## src/hw/rtl/playfair_digraph_cipher_macros.svh

```systemverilog
// Assertion macros shared by the playfair digraph cipher RTL.
// No dependencies; included by files that carry concurrent checks.
`ifndef PLAYFAIR_DIGRAPH_CIPHER_MACROS_SVH
`define PLAYFAIR_DIGRAPH_CIPHER_MACROS_SVH
`ifndef SYNTH
// Same-cycle implication, checked outside of reset.
`define PFC_ASSERT_IMP(label, clk, rst_n, pre, post) \
  label: assert property (@(posedge clk) disable iff (!(rst_n)) (pre) |-> (post)) \
    else $error("pfc assertion failed");
// Next-cycle implication, checked outside of reset.
`define PFC_ASSERT_NXT(label, clk, rst_n, pre, post) \
  label: assert property (@(posedge clk) disable iff (!(rst_n)) (pre) |=> (post)) \
    else $error("pfc assertion failed");
`else
`define PFC_ASSERT_IMP(label, clk, rst_n, pre, post)
`define PFC_ASSERT_NXT(label, clk, rst_n, pre, post)
`endif
`endif

```

## src/hw/rtl/pfc_pkg.sv

```systemverilog
// Shared types, codes and constants of the playfair digraph cipher.
// No dependencies; used by every module of the block.
package pfc_pkg;

  localparam int SYM_W = 16;
  localparam int IDX_W = 5;
  localparam int CMD_W = 2;

  localparam int ROWS_DEFAULT = 4;
  localparam int COLS_DEFAULT = 8;

  localparam logic [SYM_W-1:0] FILLER_RESET = 16'h0420;

  typedef enum logic [CMD_W-1:0] {
    CMD_LOAD    = 2'd0,
    CMD_ENCRYPT = 2'd1,
    CMD_DECRYPT = 2'd2,
    CMD_NOP     = 2'd3
  } cmd_e;

  typedef enum logic [1:0] {
    ST_IDLE,
    ST_LOCATE,
    ST_CALC,
    ST_RESULT
  } state_e;

  typedef struct packed {
    logic [SYM_W-1:0] sym;
    logic             last;
    logic             not_found;
  } out_item_t;

endpackage

```

## src/hw/rtl/pfc_lane.sv

```systemverilog
// One table row: holds the row's entries and finds the first column
// matching each symbol of the pair. Depends on pfc_pkg.
module pfc_lane #(
  parameter int COLS    = pfc_pkg::COLS_DEFAULT,
  parameter int ROW_IDX = 0
) (
  input  logic                       clk_i,
  input  logic                       wr_en_i,
  input  logic [pfc_pkg::IDX_W-1:0]  wr_index_i,
  input  logic [pfc_pkg::SYM_W-1:0]  wr_data_i,
  input  logic [pfc_pkg::SYM_W-1:0]  sym_a_i,
  input  logic [pfc_pkg::SYM_W-1:0]  sym_b_i,
  output logic                       hit_a_o,
  output logic                       hit_b_o,
  output logic [$clog2(COLS)-1:0]    col_a_o,
  output logic [$clog2(COLS)-1:0]    col_b_o
);

  localparam int CW = $clog2(COLS);

  logic [pfc_pkg::SYM_W-1:0] entry_q [COLS];

  // Each cell takes a load aimed at its own row-major position.
  always_ff @(posedge clk_i) begin
    for (int c = 0; c < COLS; c++) begin
      if (wr_en_i && (int'(wr_index_i) == ROW_IDX * COLS + c)) begin
        entry_q[c] <= wr_data_i;
      end
    end
  end

  // Scan from the right so that the leftmost match wins.
  always_comb begin
    hit_a_o = 1'b0;
    hit_b_o = 1'b0;
    col_a_o = '0;
    col_b_o = '0;
    for (int c = COLS - 1; c >= 0; c--) begin
      if (entry_q[c] == sym_a_i) begin
        hit_a_o = 1'b1;
        col_a_o = CW'(c);
      end
      if (entry_q[c] == sym_b_i) begin
        hit_b_o = 1'b1;
        col_b_o = CW'(c);
      end
    end
  end

endmodule

```

## src/hw/rtl/pfc_merge.sv

```systemverilog
// Combines the lane results: the last row with a match gives the position.
// Depends on pfc_pkg for default sizes only.
module pfc_merge #(
  parameter int ROWS = pfc_pkg::ROWS_DEFAULT,
  parameter int COLS = pfc_pkg::COLS_DEFAULT
) (
  input  logic [ROWS-1:0]                   hit_a_i,
  input  logic [ROWS-1:0]                   hit_b_i,
  input  logic [ROWS-1:0][$clog2(COLS)-1:0] col_a_i,
  input  logic [ROWS-1:0][$clog2(COLS)-1:0] col_b_i,
  output logic                              found_a_o,
  output logic                              found_b_o,
  output logic [$clog2(ROWS)-1:0]           row_a_o,
  output logic [$clog2(ROWS)-1:0]           row_b_o,
  output logic [$clog2(COLS)-1:0]           col_a_o,
  output logic [$clog2(COLS)-1:0]           col_b_o
);

  localparam int RW = $clog2(ROWS);

  // A later row replaces an earlier one.
  always_comb begin
    found_a_o = 1'b0;
    found_b_o = 1'b0;
    row_a_o   = '0;
    row_b_o   = '0;
    col_a_o   = '0;
    col_b_o   = '0;
    for (int r = 0; r < ROWS; r++) begin
      if (hit_a_i[r]) begin
        found_a_o = 1'b1;
        row_a_o   = RW'(r);
        col_a_o   = col_a_i[r];
      end
      if (hit_b_i[r]) begin
        found_b_o = 1'b1;
        row_b_o   = RW'(r);
        col_b_o   = col_b_i[r];
      end
    end
  end

endmodule

```

## src/hw/rtl/pfc_table_ram.sv

```systemverilog
// Copy of the symbol table with one write port and two registered read
// ports, used to fetch the output symbols. Depends on pfc_pkg.
module pfc_table_ram #(
  parameter int DEPTH = pfc_pkg::ROWS_DEFAULT * pfc_pkg::COLS_DEFAULT
) (
  input  logic                      clk_i,
  input  logic                      wr_en_i,
  input  logic [$clog2(DEPTH)-1:0]  wr_addr_i,
  input  logic [pfc_pkg::SYM_W-1:0] wr_data_i,
  input  logic                      rd_en_i,
  input  logic [$clog2(DEPTH)-1:0]  rd_addr_a_i,
  input  logic [$clog2(DEPTH)-1:0]  rd_addr_b_i,
  output logic [pfc_pkg::SYM_W-1:0] rd_data_a_o,
  output logic [pfc_pkg::SYM_W-1:0] rd_data_b_o
);

  logic [pfc_pkg::SYM_W-1:0] mem_q [DEPTH];

  // Write port.
  always_ff @(posedge clk_i) begin
    if (wr_en_i) begin
      mem_q[wr_addr_i] <= wr_data_i;
    end
  end

  // Two registered read ports.
  always_ff @(posedge clk_i) begin
    if (rd_en_i) begin
      rd_data_a_o <= mem_q[rd_addr_a_i];
      rd_data_b_o <= mem_q[rd_addr_b_i];
    end
  end

endmodule

```

## src/hw/rtl/playfair_digraph_cipher.sv

```systemverilog
// Top level of the playfair digraph cipher on a ROWS by COLS symbol table.
// Depends on pfc_pkg, pfc_lane, pfc_merge, pfc_table_ram and the macro header.
//
// Channel   Direction  Handshake                     Moves
// s_axis    in         s_axis_tvalid/s_axis_tready   load or cipher request
// m_axis    out        m_axis_tvalid/m_axis_tready   one result symbol
// cfg       in         cfg_valid_i/cfg_ready_o       filler symbol write
//
// A load request is written while the block stays idle; a cipher pair passes
// from acceptance through a locate state (row lanes compare, merge picks the
// row), an address state (table read port) and a result state before its
// results sit in the output queue, and no new request is taken until it is done.
// Reset clears control state only; the table is undefined until loaded.
// Results wait in a four-entry queue; a pair holds in its result cycle
// until two queue slots are free, while the input side stays stalled.
module playfair_digraph_cipher #(
  parameter int ROWS = pfc_pkg::ROWS_DEFAULT,
  parameter int COLS = pfc_pkg::COLS_DEFAULT
) (
  input  logic        clk_i,
  input  logic        rst_ni,
  input  logic        s_axis_tvalid,
  output logic        s_axis_tready,
  // [4:0] entry_index, [20:5] first_symbol, [36:21] second_symbol, [39:37] zero
  input  logic [39:0] s_axis_tdata,
  // [1:0] command
  input  logic [1:0]  s_axis_tuser,
  output logic        m_axis_tvalid,
  input  logic        m_axis_tready,
  // [15:0] out_symbol
  output logic [15:0] m_axis_tdata,
  // last_of_pair
  output logic        m_axis_tlast,
  // [0] not_found
  output logic [0:0]  m_axis_tuser,
  input  logic        cfg_valid_i,
  output logic        cfg_ready_o,
  input  logic [15:0] cfg_data_i
);

  `include "playfair_digraph_cipher_macros.svh"

  localparam int RW         = $clog2(ROWS);
  localparam int CW         = $clog2(COLS);
  localparam int DEPTH      = ROWS * COLS;
  localparam int AW         = $clog2(DEPTH);
  localparam int FIFO_DEPTH = 4;
  localparam int PW         = $clog2(FIFO_DEPTH);
  localparam int NW         = $clog2(FIFO_DEPTH + 1);

  // Wrap-around steps along a row or a column.
  function automatic logic [CW-1:0] col_step(logic [CW-1:0] c, logic dec);
    if (dec) begin
      return (c == '0) ? CW'(COLS - 1) : c - 1'b1;
    end
    return (c == CW'(COLS - 1)) ? '0 : c + 1'b1;
  endfunction

  function automatic logic [RW-1:0] row_step(logic [RW-1:0] r, logic dec);
    if (dec) begin
      return (r == '0) ? RW'(ROWS - 1) : r - 1'b1;
    end
    return (r == RW'(ROWS - 1)) ? '0 : r + 1'b1;
  endfunction

  // Input request fields.
  pfc_pkg::cmd_e                in_cmd;
  logic [pfc_pkg::IDX_W-1:0]    in_idx;
  logic [pfc_pkg::SYM_W-1:0]    in_first;
  logic [pfc_pkg::SYM_W-1:0]    in_second;
  logic                         in_accept;
  logic                         load_en;
  logic                         cipher_start;

  assign in_cmd    = pfc_pkg::cmd_e'(s_axis_tuser);
  assign in_idx    = s_axis_tdata[4:0];
  assign in_first  = s_axis_tdata[20:5];
  assign in_second = s_axis_tdata[36:21];

  pfc_pkg::state_e state_q, state_d;

  assign s_axis_tready = (state_q == pfc_pkg::ST_IDLE);
  assign in_accept     = s_axis_tvalid && s_axis_tready;
  assign load_en       = in_accept && (in_cmd == pfc_pkg::CMD_LOAD)
                         && (int'(in_idx) < DEPTH);
  assign cipher_start  = in_accept && ((in_cmd == pfc_pkg::CMD_ENCRYPT)
                         || (in_cmd == pfc_pkg::CMD_DECRYPT));

  // Filler register.
  logic [pfc_pkg::SYM_W-1:0] filler_q;

  assign cfg_ready_o = 1'b1;

  always_ff @(posedge clk_i or negedge rst_ni) begin
    if (!rst_ni) begin
      filler_q <= pfc_pkg::FILLER_RESET;
    end else if (cfg_valid_i && cfg_ready_o) begin
      filler_q <= cfg_data_i;
    end
  end

  // Pair registers, captured when a cipher request is accepted.
  logic [pfc_pkg::SYM_W-1:0] sym_a_q, sym_b_q;
  logic                      dec_q;

  always_ff @(posedge clk_i) begin
    if (cipher_start) begin
      sym_a_q <= in_first;
      sym_b_q <= in_second;
      dec_q   <= (in_cmd == pfc_pkg::CMD_DECRYPT);
    end
  end

  // Row lanes.
  logic [ROWS-1:0]         lane_hit_a, lane_hit_b;
  logic [ROWS-1:0][CW-1:0] lane_col_a, lane_col_b;

  for (genvar r = 0; r < ROWS; r++) begin : g_lane
    pfc_lane #(
      .COLS    (COLS),
      .ROW_IDX (r)
    ) u_lane (
      .clk_i      (clk_i),
      .wr_en_i    (load_en),
      .wr_index_i (in_idx),
      .wr_data_i  (in_first),
      .sym_a_i    (sym_a_q),
      .sym_b_i    (sym_b_q),
      .hit_a_o    (lane_hit_a[r]),
      .hit_b_o    (lane_hit_b[r]),
      .col_a_o    (lane_col_a[r]),
      .col_b_o    (lane_col_b[r])
    );
  end

  // Merge stage and its position registers.
  logic          mrg_found_a, mrg_found_b;
  logic [RW-1:0] mrg_row_a, mrg_row_b;
  logic [CW-1:0] mrg_col_a, mrg_col_b;

  pfc_merge #(
    .ROWS (ROWS),
    .COLS (COLS)
  ) u_merge (
    .hit_a_i   (lane_hit_a),
    .hit_b_i   (lane_hit_b),
    .col_a_i   (lane_col_a),
    .col_b_i   (lane_col_b),
    .found_a_o (mrg_found_a),
    .found_b_o (mrg_found_b),
    .row_a_o   (mrg_row_a),
    .row_b_o   (mrg_row_b),
    .col_a_o   (mrg_col_a),
    .col_b_o   (mrg_col_b)
  );

  logic          found_q;
  logic [RW-1:0] row_a_q, row_b_q;
  logic [CW-1:0] col_a_q, col_b_q;

  always_ff @(posedge clk_i) begin
    if (state_q == pfc_pkg::ST_LOCATE) begin
      found_q <= mrg_found_a && mrg_found_b;
      row_a_q <= mrg_row_a;
      row_b_q <= mrg_row_b;
      col_a_q <= mrg_col_a;
      col_b_q <= mrg_col_b;
    end
  end

  // Output positions from the playfair rules.
  logic [RW-1:0] out_row_a, out_row_b;
  logic [CW-1:0] out_col_a, out_col_b;
  logic [AW-1:0] rd_addr_a, rd_addr_b;

  always_comb begin
    out_row_a = row_a_q;
    out_row_b = row_b_q;
    out_col_a = col_a_q;
    out_col_b = col_b_q;
    if (row_a_q == row_b_q) begin
      out_col_a = col_step(col_a_q, dec_q);
      out_col_b = col_step(col_b_q, dec_q);
    end else if (col_a_q == col_b_q) begin
      out_row_a = row_step(row_a_q, dec_q);
      out_row_b = row_step(row_b_q, dec_q);
    end else begin
      out_col_a = col_b_q;
      out_col_b = col_a_q;
    end
  end

  assign rd_addr_a = AW'(int'(out_row_a) * COLS + int'(out_col_a));
  assign rd_addr_b = AW'(int'(out_row_b) * COLS + int'(out_col_b));

  // Table copy for fetching the output symbols.
  logic [pfc_pkg::SYM_W-1:0] rd_sym_a, rd_sym_b;

  pfc_table_ram #(
    .DEPTH (DEPTH)
  ) u_table_ram (
    .clk_i       (clk_i),
    .wr_en_i     (load_en),
    .wr_addr_i   (AW'(in_idx)),
    .wr_data_i   (in_first),
    .rd_en_i     (state_q == pfc_pkg::ST_CALC),
    .rd_addr_a_i (rd_addr_a),
    .rd_addr_b_i (rd_addr_b),
    .rd_data_a_o (rd_sym_a),
    .rd_data_b_o (rd_sym_b)
  );

  // Result items: decrypt drops filler symbols, not-found gives one flag item.
  pfc_pkg::out_item_t item0, item1;
  logic [1:0]         item_n;
  logic               keep_a, keep_b;

  always_comb begin
    keep_a = !(dec_q && (rd_sym_a == filler_q));
    keep_b = !(dec_q && (rd_sym_b == filler_q));
    item1  = '{sym: rd_sym_b, last: 1'b1, not_found: 1'b0};
    if (!found_q) begin
      item0  = '{sym: '0, last: 1'b1, not_found: 1'b1};
      item_n = 2'd1;
    end else begin
      item_n = 2'(keep_a) + 2'(keep_b);
      item0  = '{sym: (keep_a ? rd_sym_a : rd_sym_b), last: (item_n == 2'd1),
                 not_found: 1'b0};
    end
  end

  // Output queue.
  pfc_pkg::out_item_t fifo_q [FIFO_DEPTH];
  logic [PW-1:0]      wptr_q, rptr_q;
  logic [NW-1:0]      count_q;
  logic               push;
  logic [1:0]         push_n;
  logic               pop;

  assign push   = (state_q == pfc_pkg::ST_RESULT) && (count_q <= NW'(FIFO_DEPTH - 2));
  assign push_n = push ? item_n : 2'd0;
  assign pop    = m_axis_tvalid && m_axis_tready;

  always_ff @(posedge clk_i) begin
    if (push_n != 2'd0) begin
      fifo_q[wptr_q] <= item0;
    end
    if (push_n == 2'd2) begin
      fifo_q[wptr_q + 1'b1] <= item1;
    end
  end

  always_ff @(posedge clk_i or negedge rst_ni) begin
    if (!rst_ni) begin
      wptr_q  <= '0;
      rptr_q  <= '0;
      count_q <= '0;
    end else begin
      wptr_q  <= wptr_q + PW'(push_n);
      rptr_q  <= rptr_q + PW'(pop);
      count_q <= count_q + NW'(push_n) - NW'(pop);
    end
  end

  assign m_axis_tvalid   = (count_q != '0);
  assign m_axis_tdata    = fifo_q[rptr_q].sym;
  assign m_axis_tlast    = fifo_q[rptr_q].last;
  assign m_axis_tuser[0] = fifo_q[rptr_q].not_found;

  // Sequencer.
  always_ff @(posedge clk_i or negedge rst_ni) begin
    if (!rst_ni) begin
      state_q <= pfc_pkg::ST_IDLE;
    end else begin
      state_q <= state_d;
    end
  end

  always_comb begin
    state_d = state_q;
    case (state_q)
      pfc_pkg::ST_IDLE: begin
        if (cipher_start) begin
          state_d = pfc_pkg::ST_LOCATE;
        end
      end
      pfc_pkg::ST_LOCATE: begin
        state_d = pfc_pkg::ST_CALC;
      end
      pfc_pkg::ST_CALC: begin
        state_d = pfc_pkg::ST_RESULT;
      end
      pfc_pkg::ST_RESULT: begin
        if (push) begin
          state_d = pfc_pkg::ST_IDLE;
        end
      end
      default: begin
        state_d = pfc_pkg::ST_IDLE;
      end
    endcase
  end

  // Checks.
  `PFC_ASSERT_IMP(a_queue_bound, clk_i, rst_ni, 1'b1, count_q <= NW'(FIFO_DEPTH))
  `PFC_ASSERT_NXT(a_cipher_locates, clk_i, rst_ni, cipher_start, state_q == pfc_pkg::ST_LOCATE)
  `PFC_ASSERT_IMP(a_not_found_item, clk_i, rst_ni, m_axis_tvalid && m_axis_tuser[0], (m_axis_tdata == '0) && m_axis_tlast)
  `PFC_ASSERT_NXT(a_result_done, clk_i, rst_ni, push, (state_q == pfc_pkg::ST_IDLE) && (count_q != '0 || $past(item_n) == 2'd0))

endmodule

```

## config.mk

```make
export PLATFORM = sky130hd
export DESIGN_NAME = playfair_digraph_cipher
export DESIGN_NICKNAME = d
export VERILOG_FILES = /design/src/hw/rtl/pfc_pkg.sv /design/src/hw/rtl/pfc_lane.sv /design/src/hw/rtl/pfc_merge.sv /design/src/hw/rtl/pfc_table_ram.sv /design/src/hw/rtl/playfair_digraph_cipher.sv
export VERILOG_INCLUDE_DIRS = /design/src /design/src/hw/rtl
export SDC_FILE = /design/constraint.sdc
export NUM_CORES = 2
export LEC_CHECK = 0
export ABC_CLOCK_PERIOD_IN_PS = 4600
export BUFFER_PORTS_ARGS = -buffer_cell sky130_fd_sc_hd__buf_4
export CORE_ASPECT_RATIO = 0.7
export CORE_MARGIN = 1
export CORE_UTILIZATION = 64
export CTS_BUF_LIST = sky130_fd_sc_hd__clkbuf_16
export DETAILED_ROUTE_END_ITERATION = 8
export PLACE_DENSITY = 0.81
export SYNTH_ARGS = -nofsm -noshare
export SYNTH_HDL_FRONTEND = slang
export SYNTH_HIERARCHICAL = 1
export SYNTH_SLANG_ARGS = --single-unit
```

## constraint.sdc

```tcl
create_clock -name clk_i -period 4.6 [get_ports clk_i]
set_input_delay 0.23 -clock clk_i [delete_from_list [all_inputs] [get_ports clk_i]]
set_output_delay 0.23 -clock clk_i [all_outputs]
set_load 0.1 [all_outputs]
```

==> metrics.cfg <==
[outcome]
status = complete, no violations

[sta]
clock-skew-final_ns = 0.0253
finalSetupViolations = 0
fmaxAchievable_ghz = 0.231
relative_slew_margins_pct = 12.4
final_min_period_over_clock_period_pct = 94.3
final_max_slew_viol_count = 0
post-route-min-period_ns = 4.34
rsz0062_at_grt = no
worst_pin_slew_ns = 1.30
finalHoldViolations = 0
tns_ns = 0

[worst_setup_path]
cp-startpoint = u_table_ram/rd_data_a_o[7]
timing.critical_path.slowest_stage_cell = nor4_4
crit-reg2reg-launch = u_table_ram/rd_data_a_o[7]
worst_setup_path_start_kind = flop
ff2ff_path_depth = 11
worst_path_maximum_fanout = 17
capture_point_of_the_critical_path = fifo_q[1][4]
cp_cell_sequence = xor2_1 -> nor4_1 -> nand4_1 -> nand3b_1 -> ha_1 -> o21ai_1 -> nor4_4 -> nand3_1 -> o21ai_2 -> buf_4 -> a32o_1
crit_path_end_kind = flop
data_required_time_of_the_worst_path_ns = 5.19
cp.arrival_ns = 4.92
crit-reg2reg-capture = fifo_q[1][4]
top_delay_family_on_crit_path = simple AND/OR/NAND/NOR gates
worst-r2r-setup-slack_ns = 0.26
worst-setup-path-type = flop to flop
worst-path-stages = 11
critical-path-max-stage-delay_ns = 0.95
cp.buffers_inverters = 1

[synthesis]
synth.lib_cells_used.distinct = 67
async_reset_ff_share_pct = 2.09
syn-instance-count = 4397
postSynthRegisterBits = 1197
netlist_top_cells_area = edfxtp_1 (57%), xor2_1 (13%), mux2i_1 (8.4%)
ys_seq_area_share_pct = 58.0
synth-edff-count = 1164
post-synth-top-area-cell = edfxtp_1
synth_ff_type = edfxtp_1
synth.cell_area_mm2 = 0.0616
synthesis.nets = 4481
syn-mean-instance-area_um2 = 14.0
proportion_of_netlist_area_held_by_the_largest_area_contributor_pct = 56.7
yosys_warnings = 6

[drt]
final_antenna_net_count = 0
routed-via-count = 41300
wire_length_per_cell_um = 31.8
via_per_inst = 6.97
wl_um = 189000
drc = 0
drt_iter0_drc = 6821
number_of_iterations_in_the_first_detailed_routing_pass = 8

[clock_tree]
clk-insertion-delay-late_ns = 0.75
postCtsSetupBuffers = 0
cts_made_buffers = 113
cts.root.buffer_cell = clkbuf_16
clock_transition_at_the_registers_of_the_reported_paths_ns = 0.07
cts_hold_buf = 56
h-tree-depth = 3
ctsLongestPathBuffers = 3
tritoncts = built
resized_cells_post_cts = 0
clock-sinks = 1197

[placed_design]
dp_hpwl_um = 111000
io_buffers = 79
dp.cells = 5663
dpl-instance-area_mm2 = 0.0637
place.gp.congestion = 0.921

[cells_and_area]
layout_area_overhead_pct = 10.3
layout.nets = 4670
final-instance-count-excl-fill = 5929
final_area_mm2 = 0.0679
mostFrequentLayoutCells = edfxtp_1 (1164), xor2_1 (896), mux2i_1 (514)
most_frequent_standard_cell_in_the_layout_excluding_fill_and_tap_cells = edfxtp_1
fill_cells = 5981
drive_gt1_share_pct = 13.0
diodes = 0

[global_route]
grt_pass1_vias = 40300
grt_antenna_before_repair = 8
gr-usage-all-layers_pct = 38.3
overflow = 0
wire_length_of_the_first_global_routing_pass_um = 271000
grt_start_max_net_pins = 85

[power]
power_switching_mw = 13.3
power.share.switching_pct = 37.6
seq_power_share_pct = 37.2
p_clk_share_pct = 26.6
intPower_mw = 22.1
power-per-cell-area_mw_per_mm2 = 520
irDropWorstVdd_v = 0.000482
static-leakage-power_nw = 24.3
power.share.combinational_pct = 36.2

[die]
ioPinCount = 84
core_area_mm2 = 0.0947
die_w_um = 373
die_height_um = 262
floorplan.initialDensity_pct = 65.1
fp.dieArea_mm2 = 0.0975
num_rows = 94

[run]
drv_cap = 0

[hold_path]
timing.hold.worst.class = input port to flop

[power by group through the flow]
stage	registers, mW	clock network [mW]	logic (mW)
CTS	13.1	9.39	12.2
floorplan	13.0	0	8.69
global placement	13.3	0	11.9
global route	13.2	9.81	13.1
detailed placement	13.3	0	12.1
finish	13.1	9.39	12.8
[cells in the mapped netlist (all sizes together), types with 20 or more instances]
master,number
nand3,84
buf,249
a31oi,32
nand4,134
nor2,81
clkbuf,38
xor2,898
xnor2,173
a21oi,87
inv,30
a22o,66
mux2i,514
dfrtp,23
edfxtp,1164
nand2,124
nor3,46
nor4,237
a32o,64
a22oi,129
o21ai,30
ha,20
[logic make-up after synthesis]
group / after synthesis / share of synthesized area (%)
flops: 1197 / 58.0
xor+xnor: 1071 / 15.3
simple gates: 787 / 7.43
mux: 547 / 9.28
compound gates: 455 / 5.55
buf+inv: 318 / 3.96
fa+ha+maj: 21 / 0.439
other cells: 1 / 0.00609
[through the flow]
stage               setup slack (ns)  power, mW  utilization, %  hold WS [ns]
finish                         0.263       35.3            71.8        0.0301
global route                   0.104       36.1            71.8        0.0229
CTS                            0.453       34.7            71.8        0.0111
detailed placement             0.493       25.4            67.3         0.173
global placement               0.595       25.2            67.3         0.165
floorplan                      0.973       21.7               -       -0.0656
[flip-flops by register name, indices dropped and copies added (netlist names), 3 cells and up]
name                     count
sym_b_q                     16
u_table_ram/rd_data_a_o     16
sym_a_q                     16
u_table_ram/mem_q          512
g_lane.u_lane/entry_q      512
filler_q                    16
col_a_q                      3
col_b_q                      3
fifo_q                      72
count_q                      3
u_table_ram/rd_data_b_o     16
[layer usage]
layer / part of all wire (%) / track usage, % / up-vias
met3: 17 / 14.7 / 597
met1: 37 / 53.5 / 20200
met2: 42 / 54.7 / 3473
met5: 0.035 / 0 / -
met4: 3.9 / 13.6 / 10
li1: - / - / 17000
[cell type report]
class	instances	area (µm²)	area share, %
Tap cell	1248	1560	2.30
Inverter	31	116	0.171
Sequential cell	1197	35700	52.6
Multi-Input combinational cell	2882	23600	34.7
Clock inverter	95	783	1.15
Timing Repair Buffer	361	3260	4.80
Clock buffer	115	2880	4.24
[worst min-delay path by stage]
stage                     start                       end  slack (ns)  depth (start not counted)
2_1_floorplan            rst_ni                count_q[0]       -0.07                          0
3_3_place_gp             rst_ni                count_q[1]        0.17                          1
3_5_place_dp             rst_ni                 rptr_q[1]        0.17                          1
4_1_cts                  rst_ni               filler_q[5]        0.01                          2
5_1_grt        s_axis_tdata[11]  u_table_ram/mem_q[25][6]        0.02                          1
6_report       s_axis_tdata[11]  u_table_ram/mem_q[14][6]        0.03                          1
No activity file was read; power rests on OpenSTA's default activity.
